===== src/design/lsb4se_pkg.sv =====
// Shared types, codes and defaults for the LSB4 stream extractor.
`default_nettype none

package lsb4se_pkg;

  localparam int unsigned MAX_EXT_LEN_DEF = 16;
  localparam int unsigned QUEUE_DEPTH_DEF = 2;
  localparam logic [31:0] HEADER_BYTES    = 32'd4;

  // Section codes as they appear on the result stream.
  localparam logic [1:0] SEC_HEADER = 2'd0;
  localparam logic [1:0] SEC_DATA   = 2'd1;
  localparam logic [1:0] SEC_EXT    = 2'd2;

  // One assembled stream byte, with a flag that clears progress before it is used.
  typedef struct packed {
    logic       clr;
    logic [7:0] data;
  } item_t;

  // One result as held in the output register.
  typedef struct packed {
    logic [7:0] data;
    logic [1:0] section;
    logic       last;
    logic       overrun;
  } result_t;

  typedef enum logic [3:0] {
    ST_HEADER = 4'b0001,
    ST_DATA   = 4'b0010,
    ST_EXT    = 4'b0100,
    ST_DONE   = 4'b1000
  } stream_state_e;

endpackage

`default_nettype wire


===== src/design/lsb4se_front.sv =====
// Front end: pairs component nibbles into stream bytes and tracks restarts.
`default_nettype none

module lsb4se_front (
  input  wire logic             clk_i,
  input  wire logic             rst_ni,
  input  wire logic             accept_i,
  input  wire logic [7:0]       component_i,
  input  wire logic             restart_i,
  output lsb4se_pkg::item_t     item_o,
  output logic                  push_o
);
  import lsb4se_pkg::*;

  logic       phase_q, phase_d;
  logic [3:0] high_q, high_d;
  logic       pend_clr_q, pend_clr_d;
  logic       phase_eff;
  logic       clr_eff;

  // A restart drops any half-built byte; its clear travels with the next byte.
  assign phase_eff = restart_i ? 1'b0 : phase_q;
  assign clr_eff   = restart_i | pend_clr_q;

  always_comb begin
    phase_d     = phase_q;
    high_d      = high_q;
    pend_clr_d  = pend_clr_q;
    push_o      = 1'b0;
    item_o.clr  = clr_eff;
    item_o.data = {high_q, component_i[3:0]};
    if (accept_i) begin
      if (!phase_eff) begin
        high_d     = component_i[3:0];
        phase_d    = 1'b1;
        pend_clr_d = clr_eff;
      end else begin
        push_o     = 1'b1;
        phase_d    = 1'b0;
        pend_clr_d = 1'b0;
      end
    end
  end

  always_ff @(posedge clk_i or negedge rst_ni) begin
    if (!rst_ni) begin
      phase_q    <= 1'b0;
      high_q     <= 4'd0;
      pend_clr_q <= 1'b0;
    end else begin
      phase_q    <= phase_d;
      high_q     <= high_d;
      pend_clr_q <= pend_clr_d;
    end
  end

endmodule

`default_nettype wire


===== src/design/lsb4se_fifo.sv =====
// Short byte queue between the front end and the stream parser.
`default_nettype none

module lsb4se_fifo #(
  parameter int unsigned Depth = lsb4se_pkg::QUEUE_DEPTH_DEF
) (
  input  wire logic              clk_i,
  input  wire logic              rst_ni,
  input  wire logic              push_i,
  input  lsb4se_pkg::item_t      push_item_i,
  output logic                   full_o,
  input  wire logic              pop_i,
  output logic                   valid_o,
  output lsb4se_pkg::item_t      head_o
);
  import lsb4se_pkg::*;

  localparam int unsigned PtrW = $clog2(Depth);
  localparam int unsigned CntW = $clog2(Depth + 1);
  localparam logic [PtrW-1:0] LastPtr = PtrW'(Depth - 1);
  localparam logic [CntW-1:0] FullCnt = CntW'(Depth);

  item_t           mem_q [Depth];
  logic [PtrW-1:0] wr_ptr_q, wr_ptr_d;
  logic [PtrW-1:0] rd_ptr_q, rd_ptr_d;
  logic [CntW-1:0] count_q, count_d;

  assign full_o  = (count_q == FullCnt);
  assign valid_o = (count_q != '0);
  assign head_o  = mem_q[rd_ptr_q];

  always_comb begin
    wr_ptr_d = wr_ptr_q;
    rd_ptr_d = rd_ptr_q;
    count_d  = count_q;
    if (push_i) begin
      wr_ptr_d = (wr_ptr_q == LastPtr) ? '0 : wr_ptr_q + 1'b1;
    end
    if (pop_i) begin
      rd_ptr_d = (rd_ptr_q == LastPtr) ? '0 : rd_ptr_q + 1'b1;
    end
    if (push_i && !pop_i) begin
      count_d = count_q + 1'b1;
    end else if (pop_i && !push_i) begin
      count_d = count_q - 1'b1;
    end
  end

  always_ff @(posedge clk_i or negedge rst_ni) begin
    if (!rst_ni) begin
      wr_ptr_q <= '0;
      rd_ptr_q <= '0;
      count_q  <= '0;
    end else begin
      wr_ptr_q <= wr_ptr_d;
      rd_ptr_q <= rd_ptr_d;
      count_q  <= count_d;
    end
  end

  always_ff @(posedge clk_i) begin
    if (push_i) begin
      mem_q[wr_ptr_q] <= push_item_i;
    end
  end

endmodule

`default_nettype wire


===== src/design/lsb4se_back.sv =====
// Back end: walks header, data and extension sections and registers each result.
`default_nettype none

module lsb4se_back #(
  parameter int unsigned MaxExtLen = lsb4se_pkg::MAX_EXT_LEN_DEF
) (
  input  wire logic              clk_i,
  input  wire logic              rst_ni,
  input  wire logic              encrypted_mode_i,
  input  wire logic              item_valid_i,
  input  lsb4se_pkg::item_t      item_i,
  output logic                   pop_o,
  output logic                   out_valid_o,
  output lsb4se_pkg::result_t    out_o,
  input  wire logic              out_ready_i
);
  import lsb4se_pkg::*;

  localparam logic [31:0] ExtLimit = 32'(MaxExtLen);

  stream_state_e state_q, state_d, base_state;
  logic [31:0]   cnt_q, cnt_d, base_cnt, cnt_inc;
  logic [31:0]   len_q, len_d, base_len, len_shift;
  logic          out_valid_q, out_valid_d;
  result_t       out_q, res;
  logic          emit;
  logic          can_load;

  assign can_load    = !out_valid_q || out_ready_i;
  assign pop_o       = item_valid_i && can_load;
  assign out_valid_o = out_valid_q;
  assign out_o       = out_q;

  // Apply the carried restart before the byte is interpreted.
  assign base_state = item_i.clr ? ST_HEADER : state_q;
  assign base_cnt   = item_i.clr ? 32'd0 : cnt_q;
  assign base_len   = item_i.clr ? 32'd0 : len_q;
  assign cnt_inc    = base_cnt + 32'd1;
  assign len_shift  = {base_len[23:0], item_i.data};

  always_comb begin
    state_d     = base_state;
    cnt_d       = cnt_inc;
    len_d       = base_len;
    emit        = 1'b1;
    res.data    = item_i.data;
    res.section = SEC_HEADER;
    res.last    = 1'b0;
    res.overrun = 1'b0;
    unique case (base_state)
      ST_HEADER: begin
        len_d = len_shift;
        if (cnt_inc >= HEADER_BYTES) begin
          cnt_d = 32'd0;
          if (len_shift != 32'd0) begin
            state_d = ST_DATA;
          end else if (encrypted_mode_i) begin
            state_d  = ST_DONE;
            res.last = 1'b1;
          end else begin
            state_d = ST_EXT;
          end
        end
      end
      ST_DATA: begin
        res.section = SEC_DATA;
        if (cnt_inc >= base_len) begin
          cnt_d = 32'd0;
          if (encrypted_mode_i) begin
            state_d  = ST_DONE;
            res.last = 1'b1;
          end else begin
            state_d = ST_EXT;
          end
        end
      end
      ST_EXT: begin
        res.section = SEC_EXT;
        if (item_i.data == 8'd0) begin
          state_d  = ST_DONE;
          res.last = 1'b1;
        end else if (cnt_inc >= ExtLimit) begin
          state_d     = ST_DONE;
          res.last    = 1'b1;
          res.overrun = 1'b1;
        end
      end
      ST_DONE: begin
        // Drop bytes past the end of the stream.
        emit  = 1'b0;
        cnt_d = base_cnt;
      end
      default: begin
        emit    = 1'b0;
        state_d = ST_DONE;
        cnt_d   = base_cnt;
      end
    endcase
  end

  always_comb begin
    out_valid_d = out_valid_q && !out_ready_i;
    if (pop_o && emit) begin
      out_valid_d = 1'b1;
    end
  end

  always_ff @(posedge clk_i or negedge rst_ni) begin
    if (!rst_ni) begin
      state_q     <= ST_HEADER;
      cnt_q       <= 32'd0;
      len_q       <= 32'd0;
      out_valid_q <= 1'b0;
    end else begin
      out_valid_q <= out_valid_d;
      if (pop_o) begin
        state_q <= state_d;
        cnt_q   <= cnt_d;
        len_q   <= len_d;
      end
    end
  end

  always_ff @(posedge clk_i) begin
    if (pop_o && emit) begin
      out_q <= res;
    end
  end

endmodule

`default_nettype wire


===== src/design/lsb4_stream_extractor_unit.sv =====
// Top level of the LSB4 stream extractor: ports, mode register and the three stages.
`default_nettype none

// Recovers a byte stream hidden in the low four bits of carrier color components.
// Feed components (blue, green, red per pixel, pixels in raster order) on the slave
// stream; every second component completes a byte, high nibble first. The stream is a
// 4-byte big-endian size, that many data bytes, then, unless encrypted mode is set, a
// NUL-terminated extension of at most MaxExtLen bytes (hitting the limit without a NUL
// ends the stream with the overrun flag). Each stream byte leaves as one request on
// the master stream tagged with its section; components after the end are dropped
// until a request with the restart flag. Rate: one component per clock while the
// queue has room. The front end pairs nibbles and writes the completed byte into a
// QueueDepth-entry queue at the edge that accepts its second component; the parser
// pops it when the output register is free or being read and loads it there, from
// which the byte shows on the master side.
// Write encrypted mode only while the block is idle.
module lsb4_stream_extractor_unit #(
  parameter int unsigned MaxExtLen  = lsb4se_pkg::MAX_EXT_LEN_DEF,
  parameter int unsigned QueueDepth = lsb4se_pkg::QUEUE_DEPTH_DEF
) (
  input  wire logic       clk_i,
  input  wire logic       rst_ni,
  // Mode register write channel.
  input  wire logic       cfg_valid_i,
  output logic            cfg_ready_o,
  input  wire logic       cfg_data_i,      // encrypted_mode
  // Carrier components in.
  input  wire logic       s_axis_tvalid,
  output logic            s_axis_tready,
  input  wire logic [7:0] s_axis_tdata,    // [7:0] component
  input  wire logic       s_axis_tuser,    // [0] restart
  // Stream bytes out.
  output logic            m_axis_tvalid,
  input  wire logic       m_axis_tready,
  output logic [7:0]      m_axis_tdata,    // [7:0] out_byte
  output logic [2:0]      m_axis_tuser,    // [1:0] section, [2] overrun
  output logic            m_axis_tlast     // last byte of the hidden stream
);
  import lsb4se_pkg::*;

  logic    encrypted_mode_q;
  logic    in_accept;
  logic    fifo_full;
  logic    push;
  item_t   push_item;
  logic    fifo_valid;
  item_t   head;
  logic    pop;
  result_t result;

  // Mode register takes a write every cycle.
  assign cfg_ready_o = 1'b1;

  always_ff @(posedge clk_i or negedge rst_ni) begin
    if (!rst_ni) begin
      encrypted_mode_q <= 1'b0;
    end else if (cfg_valid_i) begin
      encrypted_mode_q <= cfg_data_i;
    end
  end

  // Hold off the source only when the queue is full.
  assign s_axis_tready = !fifo_full;
  assign in_accept     = s_axis_tvalid && s_axis_tready;

  lsb4se_front u_front (
    .clk_i       (clk_i),
    .rst_ni      (rst_ni),
    .accept_i    (in_accept),
    .component_i (s_axis_tdata),
    .restart_i   (s_axis_tuser),
    .item_o      (push_item),
    .push_o      (push)
  );

  lsb4se_fifo #(
    .Depth (QueueDepth)
  ) u_fifo (
    .clk_i       (clk_i),
    .rst_ni      (rst_ni),
    .push_i      (push),
    .push_item_i (push_item),
    .full_o      (fifo_full),
    .pop_i       (pop),
    .valid_o     (fifo_valid),
    .head_o      (head)
  );

  lsb4se_back #(
    .MaxExtLen (MaxExtLen)
  ) u_back (
    .clk_i            (clk_i),
    .rst_ni           (rst_ni),
    .encrypted_mode_i (encrypted_mode_q),
    .item_valid_i     (fifo_valid),
    .item_i           (head),
    .pop_o            (pop),
    .out_valid_o      (m_axis_tvalid),
    .out_o            (result),
    .out_ready_i      (m_axis_tready)
  );

  assign m_axis_tdata = result.data;
  assign m_axis_tuser = {result.overrun, result.section};
  assign m_axis_tlast = result.last;

endmodule

`default_nettype wire


===== config.mk =====
export PLATFORM = sky130hd
export DESIGN_NAME = lsb4_stream_extractor_unit
export DESIGN_NICKNAME = d
export VERILOG_FILES = /design/src/design/lsb4se_pkg.sv /design/src/design/lsb4se_front.sv /design/src/design/lsb4se_fifo.sv /design/src/design/lsb4se_back.sv /design/src/design/lsb4_stream_extractor_unit.sv
export SDC_FILE = /design/constraint.sdc
export NUM_CORES = 1
export LEC_CHECK = 0
export ABC_AREA = 0
export BUFFER_PORTS_ARGS = -buffer_cell sky130_fd_sc_hd__buf_2
export CAP_MARGIN = 30
export CORE_MARGIN = 2
export CORE_UTILIZATION = 45
export DETAILED_ROUTE_END_ITERATION = 6
export MAX_ROUTING_LAYER = met4
export PLACE_DENSITY_LB_ADDON = 0.15
export SYNTH_ARGS = -nofsm -noshare
export SYNTH_HDL_FRONTEND = slang
export SYNTH_SLANG_ARGS = --single-unit

===== constraint.sdc =====
create_clock -name clk_i -period 8 [get_ports clk_i]
set_input_delay 0.4 -clock clk_i [delete_from_list [all_inputs] [get_ports clk_i]]
set_output_delay 0.4 -clock clk_i [all_outputs]
set_load 0.02 [all_outputs]

---- Word-level counts from Yosys, hierarchy flattened ----
Memories as Yosys holds them, arrays and structs flattened.
Cells that the tools add are included.
word-level totals
  flip-flop bits (word level) ............. 92
  bits in writable memories ............... 18
  input port bits ......................... 15
  logic and storage cells ................. 86
  memories kept ........................... 1
memory list
  memory        depth  width  rd ports  clocked after Yosys merged registers in  write ports  line               source
  u_fifo.mem_q  2      9      1         0                                        1            lsb4se_fifo.sv:23  item_t mem_q [Depth];
cells by class
  $add $sub $neg .......................... 5
  magnitude comparators ................... 3
  equality and inequality tests ........... 5
  multiplexer cells ....................... 35
  bitwise operators ....................... 3
  reduce and logical (&&, ||, !) cells .... 19
operators with widths
  kind                                                   number
  2-to-1 mux 32 bit                                      5
  case mux 32 bit (3 select lines)                       1
  adder 32 x 1 -> 32 bit (second input constant)         1
  >= comparator 32 x 3 -> 1 bit (second input constant)  1
  >= comparator 32 bit                                   1
  >= comparator 32 x 5 -> 1 bit (second input constant)  1
  nonzero test 32 bit                                    1
  2-to-1 mux 4 bit                                       7
  2-to-1 mux 1 bit                                       16
  case mux 4 bit (4 select lines)                        1
  logical NOT 8 bit                                      1
  logical AND 1 bit                                      6
  2-to-1 mux 2 bit                                       3
  logical NOT 1 bit                                      5
  == test 4 x 1 -> 1 bit (second input constant)         1
  == test 4 x 2 -> 1 bit (second input constant)         1
  == test 4 x 3 -> 1 bit (second input constant)         1
  == test 4 bit (second input constant)                  1
  case mux 2 bit (2 select lines)                        1
  nonzero test 2 bit                                     2
  case mux 1 bit (3 select lines)                        1
  OR reduction 3 bit                                     1
  adder 1 bit (second input constant)                    2
  adder 2 x 1 -> 2 bit (second input constant)           1
  7 further kinds                                        8

---- Logic depth before layout (Yosys ltp) ----
  depth after elaboration ................. 8
  depth in mapped cells ................... 28

---- By module ----
A second synthesis with hierarchy kept.
second synthesis, totals
  cell total of the unflattened synthesis .. 725
  area, all modules ....................... 6821.5 um2
by module, submodules not included
  module                      times used  cells an instance  area each (um2)
  lsb4se_back                 1           652                5627.9
  lsb4se_fifo                 1           44                 844.6
  lsb4se_front                1           23                 287.8
  lsb4_stream_extractor_unit  1           6                  61.3

---- Worst setup path after synthesis ----
Ideal clock, no wire load.
  kind .................................... reg2reg
  start ................................... register u_fifo.rd_ptr_q
  end ..................................... register u_back.out_q, in the netlist u_back.out_o[1] (data pin)
  library setup time ...................... 0.262 ns
  arrival time ............................ 5.396 ns
  required time ........................... 7.738 ns
  setup slack ............................. 2.342 ns
  cell stages (with the launch flop) ...... 24
  buffers on the path ..................... 6
  cell sequence ........................... dfrtp_1 mux2i_4 clkbuf_1 buf_2 clkbuf_1 clkbuf_1 clkbuf_1 and2_1 ha_1 buf_4 nand4_2 or4_1 xor2_1 nor2_1 ha_1 a21o_1 a211oi_1 nor3_1 a221o_1 o31ai_1 a21boi_0 nand2_1 nand2_1 or2_2
RTL lines
  item                      line                source
  start: declaration        lsb4se_fifo.sv:25   logic [PtrW-1:0] rd_ptr_q, rd_ptr_d;
  start signal: assignment  lsb4se_fifo.sv:56   rd_ptr_q <= rd_ptr_d;
  end signal: assignment    lsb4se_back.sv:126  out_q <= res;
  end: declaration          lsb4se_back.sv:25   result_t out_q, res;

---- Worst setup path after layout ----
  start ................................... register u_fifo.rd_ptr_q
  end ..................................... register u_back.cnt_q[31]
on the way
  word-level cells in the longest chain between the ends .. 6
  elaborated cells between the ends (all ways) .. 13
  classes of those cells .................. add/sub: 1; order compare: 2; eq/ne: 3; mux: 6; memory: 1
RTL lines
  item                                                                          line                                  source
  memory read (2 x 9 bit) *                                                     --
  2-to-1 mux 32 bit                                                             lsb4se_back.sv:36                     assign base_cnt = item_i.clr ? 32'd0 : cnt_q;
  adder 32 x 1 -> 32 bit                                                        lsb4se_back.sv:38                     assign cnt_inc = base_cnt + 32'd1;
  >= comparator 32 bit / >= comparator 32 x 3 -> 1 bit (equally long branches)  lsb4se_back.sv:67, lsb4se_back.sv:53
  2-to-1 mux 32 bit (on tied branches)                                          lsb4se_back.sv:67, lsb4se_back.sv:53
  case mux 32 bit (3 select lines) *                                            lsb4se_back.sv:50                     unique case (base_state)
  end signal: assignment                                                        lsb4se_back.sv:118                    cnt_q <= cnt_d;
  end: declaration                                                              lsb4se_back.sv:22                     logic [31:0] cnt_q, cnt_d, base_cnt, cnt_inc;
Mark *: on every way between the ends. The rest lies on a longest branch, timed or not.
A chain may end at the register's enable or synchronous reset.

==> results by group <==
Outcome
  – Status: completed

STA
  – Slew headroom: 32.0%
  – Final Setup Violations: 0
  – Clock skew: between 0.006 and 0.007 ns
  – Final max-slew violation count: 0
  – Fin Hold WS: approximately 0.24 ns
  – FMAX: 0.167 GHz
  – RSZ-0062 raised after global routing: false
  – Fin Setup TNS: 0 ns
  – Final period utilization: 74.8%
  – Final worst slack: 2.01 ns
  – Fin. Hold Viols: 0
  – Tmin final: about 6 ns
  – Measured slew at the worst slew-check pin: 1.02 ns

Setup path
  – Critical path type: flop to flop
  – Critical Path AT: 6.28 ns
  – Critical R2R Capture: u_back.cnt_q[31]
  – Critical Path RT: ~8.3 ns
  – FF-to-FF setup slack: slightly above 2 ns
  – CP Capture Type: flop
  – Crit-path max FO: 23
  – CP Capture Point: u_back.cnt_q[31]
  – Crit path launch: u_fifo.rd_ptr_q
  – Type of origin of the critical path: flop
  – Reg-to-reg startpoint: u_fifo.rd_ptr_q
  – Worst R2R Path Depth: 19

Power
  – Sequential power share: 39.6%
  – Clock power frac: 21.7%
  – Sw Share: 41.5%
  – Pwr Density: 312 nW/µm²
  – Cell Int Power: ~1.3 mW
  – Combinational Power Share: around 39%
  – Peak VDD IR: 0.202 mV
  – Net switching power figure: 926 µW
  – P_leak: 2.94 nW

CTS
  – Cts bufs inserted: 9
  – Sink Count: 110
  – TritonCTS clock tree: yes
  – H-tree depth: 3
  – Reg clk slew, reported paths: approximately 0.080 ns
  – Clock tree buffer depth: 2
  – CTS root buf: clkbuf_16
  – PostCTS Resize Cnt: 0
  – Clock latency on the worst-skew pair: 0.36 ns

Floorplan
  – Site Rows: 44
  – Die Y: 126 µm
  – Starting Density: 46.0%
  – Core outline area: roughly 15,000 µm²
  – Io pins: 30
  – Die ar.: 15,800 µm²
  – Die X: 126 µm

Placement
  – Post-DP HPWL: around 12,000 µm
  – Placed insts: 853
  – Post-Place Worst Slack: 1.99 ns
  – Final Wtd Congestion: between 0.9 and 1
  – Port bufs: 24

Synthesis
  – Post-synth EDFFs: 30
  – Synth Instances: 693
  – Ys flop type: dfrtp_1
  – Seq/Total Area, Yosys: 43.4%
  – Syn nets: approximately 740
  – Cell Area, Synth: 6690 µm²
  – Syn. warnings: 0
  – Synth cell types: 75
  – Fraction of registers with async set/reset: 72.7%
  – Mean Syn Cell Area: 9.65 µm²
  – Synthesis-stage register bit count: 110

Cells and area
  – Fin nets: 730
  – Area delta synth->final: 7.02%
  – Ant. Diodes: 0
  – Share of layout cells above drive strength 1: 11.2%
  – Core Util, Final: between 40% and 50%
  – Non-filler cells in the finished layout: 871

Routing
  – Via count: 5,229
  – Detail Route Antenna Nets: 0
  – Vias per inst: 6.00
  – Final WL: roughly 16,000 µm
  – Remaining routing DRC violations: 0
  – Initial drt markers: 313
  – Pre-Repair DR Iteration Count: 5
  – Wire per inst: 18.8 µm

GRT
  – Overflow after GRT: 0
  – Initial antenna violation count: 0
  – Largest net degree at the start of global routing: 60
  – First-pass GRT wire length: between 20,000 and 30,000 µm
  – Vias in the first global route: just over 5k
  – GRT Total Usage: a little over a fifth

Run
  – Maximum capacitance violations: 0

Hold path
  – Hold path startpoint: s_axis_tdata[2]
  – Hold Path Depth: 1
  – Min-delay worst type: input port to flop
==> critical path, cell delays in order, from the launching register on <==
cell,delay [ns]
dfrtp_1,0.74
mux2i_4,0.47
nand2_1,0.11
inv_1,0.09
ha_1,0.31
nand4_2,0.19
or4_1,0.63
xor2_1,0.18
nor2_1,0.16
ha_1,0.28
a21o_1,0.20
a211oi_1,0.23
nor3_1,0.08
a221o_1,0.32
o31ai_1,0.34
a31oi_1,0.13
o21ai_1,0.14
buf_4,0.23
and2_1,0.83
a22o_1,0.25
==> worst min path at each step <==
stage                               endpoint
final                     u_fifo.mem_q[1][2]
after global routing      u_fifo.mem_q[0][2]
after CTS                 u_fifo.mem_q[1][3]
after detailed placement    u_back.cnt_q[20]
after global placement      u_back.cnt_q[20]
after floorplan             encrypted_mode_q
==> metrics by stage <==
stage	total power [mW]	instance area [µm²]
after floorplan	1.52	6690
after global placement	1.72	6780
after detailed placement	1.76	6810
after CTS	2.25	7150
after global routing	2.39	7150
final	2.23	7150
==> cell usage after synthesis (all sizes together) (5+ instances only) <==
cell type / instances / area [µm²]
mux2: 15 / 169
and4: 8 / 70.1
inv: 17 / 63.8
a22o: 25 / 219
xnor2: 21 / 184
a31oi: 9 / 56.3
dfrtp: 79 / 1980
nand2: 101 / 379
o21ai: 48 / 240
nand2b: 9 / 56.3
clkbuf: 21 / 80.1
nor3: 10 / 55.1
or3: 5 / 36.3
nand4: 21 / 183
edfxtp: 30 / 901
a211oi: 6 / 45.0
buf: 33 / 213
nor2: 41 / 154
ha: 33 / 413
mux2i: 8 / 92.6
o211ai: 5 / 37.5
nand3: 25 / 125
and3: 10 / 62.6
nor4: 19 / 134
xor2: 6 / 52.6
and2: 10 / 62.6
a21oi: 17 / 85.1
==> cell families after synthesis <==
| family | Yosys count | share of synthesized area (%) |
|---|---|---|
| other | 1 | 0.0561 |
| muxes | 23 | 3.91 |
| buffers and inverters | 71 | 5.33 |
| and+or+nand+nor | 275 | 21.6 |
| AOI/OAI and AO/OA | 153 | 15.9 |
| xor gates and xnor gates | 27 | 3.54 |
| DFF | 110 | 43.4 |
| adders and majority gates | 33 | 6.18 |
==> per-layer routing <==
layer / GRT usage [%] / wire length [µm] / up-vias
li1: - / - / 2541
met1: 28.4 / 7440 / 2546
met2: 34.8 / 7830 / 112
met3: 4.38 / 603 / 30
met4: 7.56 / 490 / 0
met5: - / 0 / -
==> power groups by stage <==
| stage | clock network, mW | registers, mW | logic [mW] |
|---|---|---|---|
| finish | 0.485 | 0.885 | 0.864 |
| global route | 0.516 | 0.911 | 0.960 |
| global placement | 0 | 0.886 | 0.836 |
| detailed placement | 0 | 0.894 | 0.862 |
| floorplan | 0 | 0.885 | 0.640 |
| CTS | 0.496 | 0.885 | 0.865 |
==> registers in the layout (all words and copies together) (netlist names), 2 cells and up <==
name            count
u_back.state_q      4
u_back.len_q       32
u_back.out_o       12
u_fifo.mem_q       18
u_back.cnt_q       32
u_fifo.count_q      2
u_front.high_q      4
==> cell type report <==
| cell class | count | area (µm²) |
|---|---|---|
| multi-input cells | 512 | 3420 |
| clock inverters | 7 | 104 |
| well taps | 184 | 230 |
| clock buffers | 9 | 225 |
| inverters | 17 | 63.8 |
| repair buffers | 32 | 203 |
| flip-flops and latches | 110 | 2900 |
| fillers | 1391 | 7380 |
==> what timing repair did <==
item / CTS / global route
endpoints found under the hold margin: 27 / 0
setup buffers: 0 / 0
hold buffers: 1 / 0
==> layout by cell type (no fill, tap or decap), types with 3 or more instances in the layout <==
| master | n |
|---|---|
| nand2b_1 | 9 |
| or4_1 | 4 |
| or2_2 | 3 |
| a21oi_1 | 17 |
| and3_1 | 10 |
| xnor2_1 | 21 |
| o31a_1 | 3 |
| a22o_1 | 25 |
| o21a_1 | 4 |
| buf_2 | 23 |
| nor2_1 | 41 |
| xor2_1 | 6 |
| o31ai_1 | 4 |
| clkbuf_16 | 9 |
| and2_1 | 10 |
| nor3_1 | 9 |
| nor4_1 | 18 |
| and4_1 | 8 |
| inv_1 | 17 |
| o211ai_1 | 5 |
| mux2i_1 | 7 |
| buf_4 | 6 |
| a31oi_1 | 9 |
| a211oi_1 | 6 |
| edfxtp_1 | 30 |
| mux2_2 | 15 |
| nand4_4 | 3 |
| dfrtp_1 | 79 |
| o21ai_0 | 47 |
| nand2_1 | 101 |
| nand4_1 | 17 |
| or3_1 | 4 |
| clkinv_8 | 3 |
| ha_1 | 33 |
| nand3_1 | 25 |
| nor3b_1 | 4 |
No activity file was read; power rests on OpenSTA's default activity.
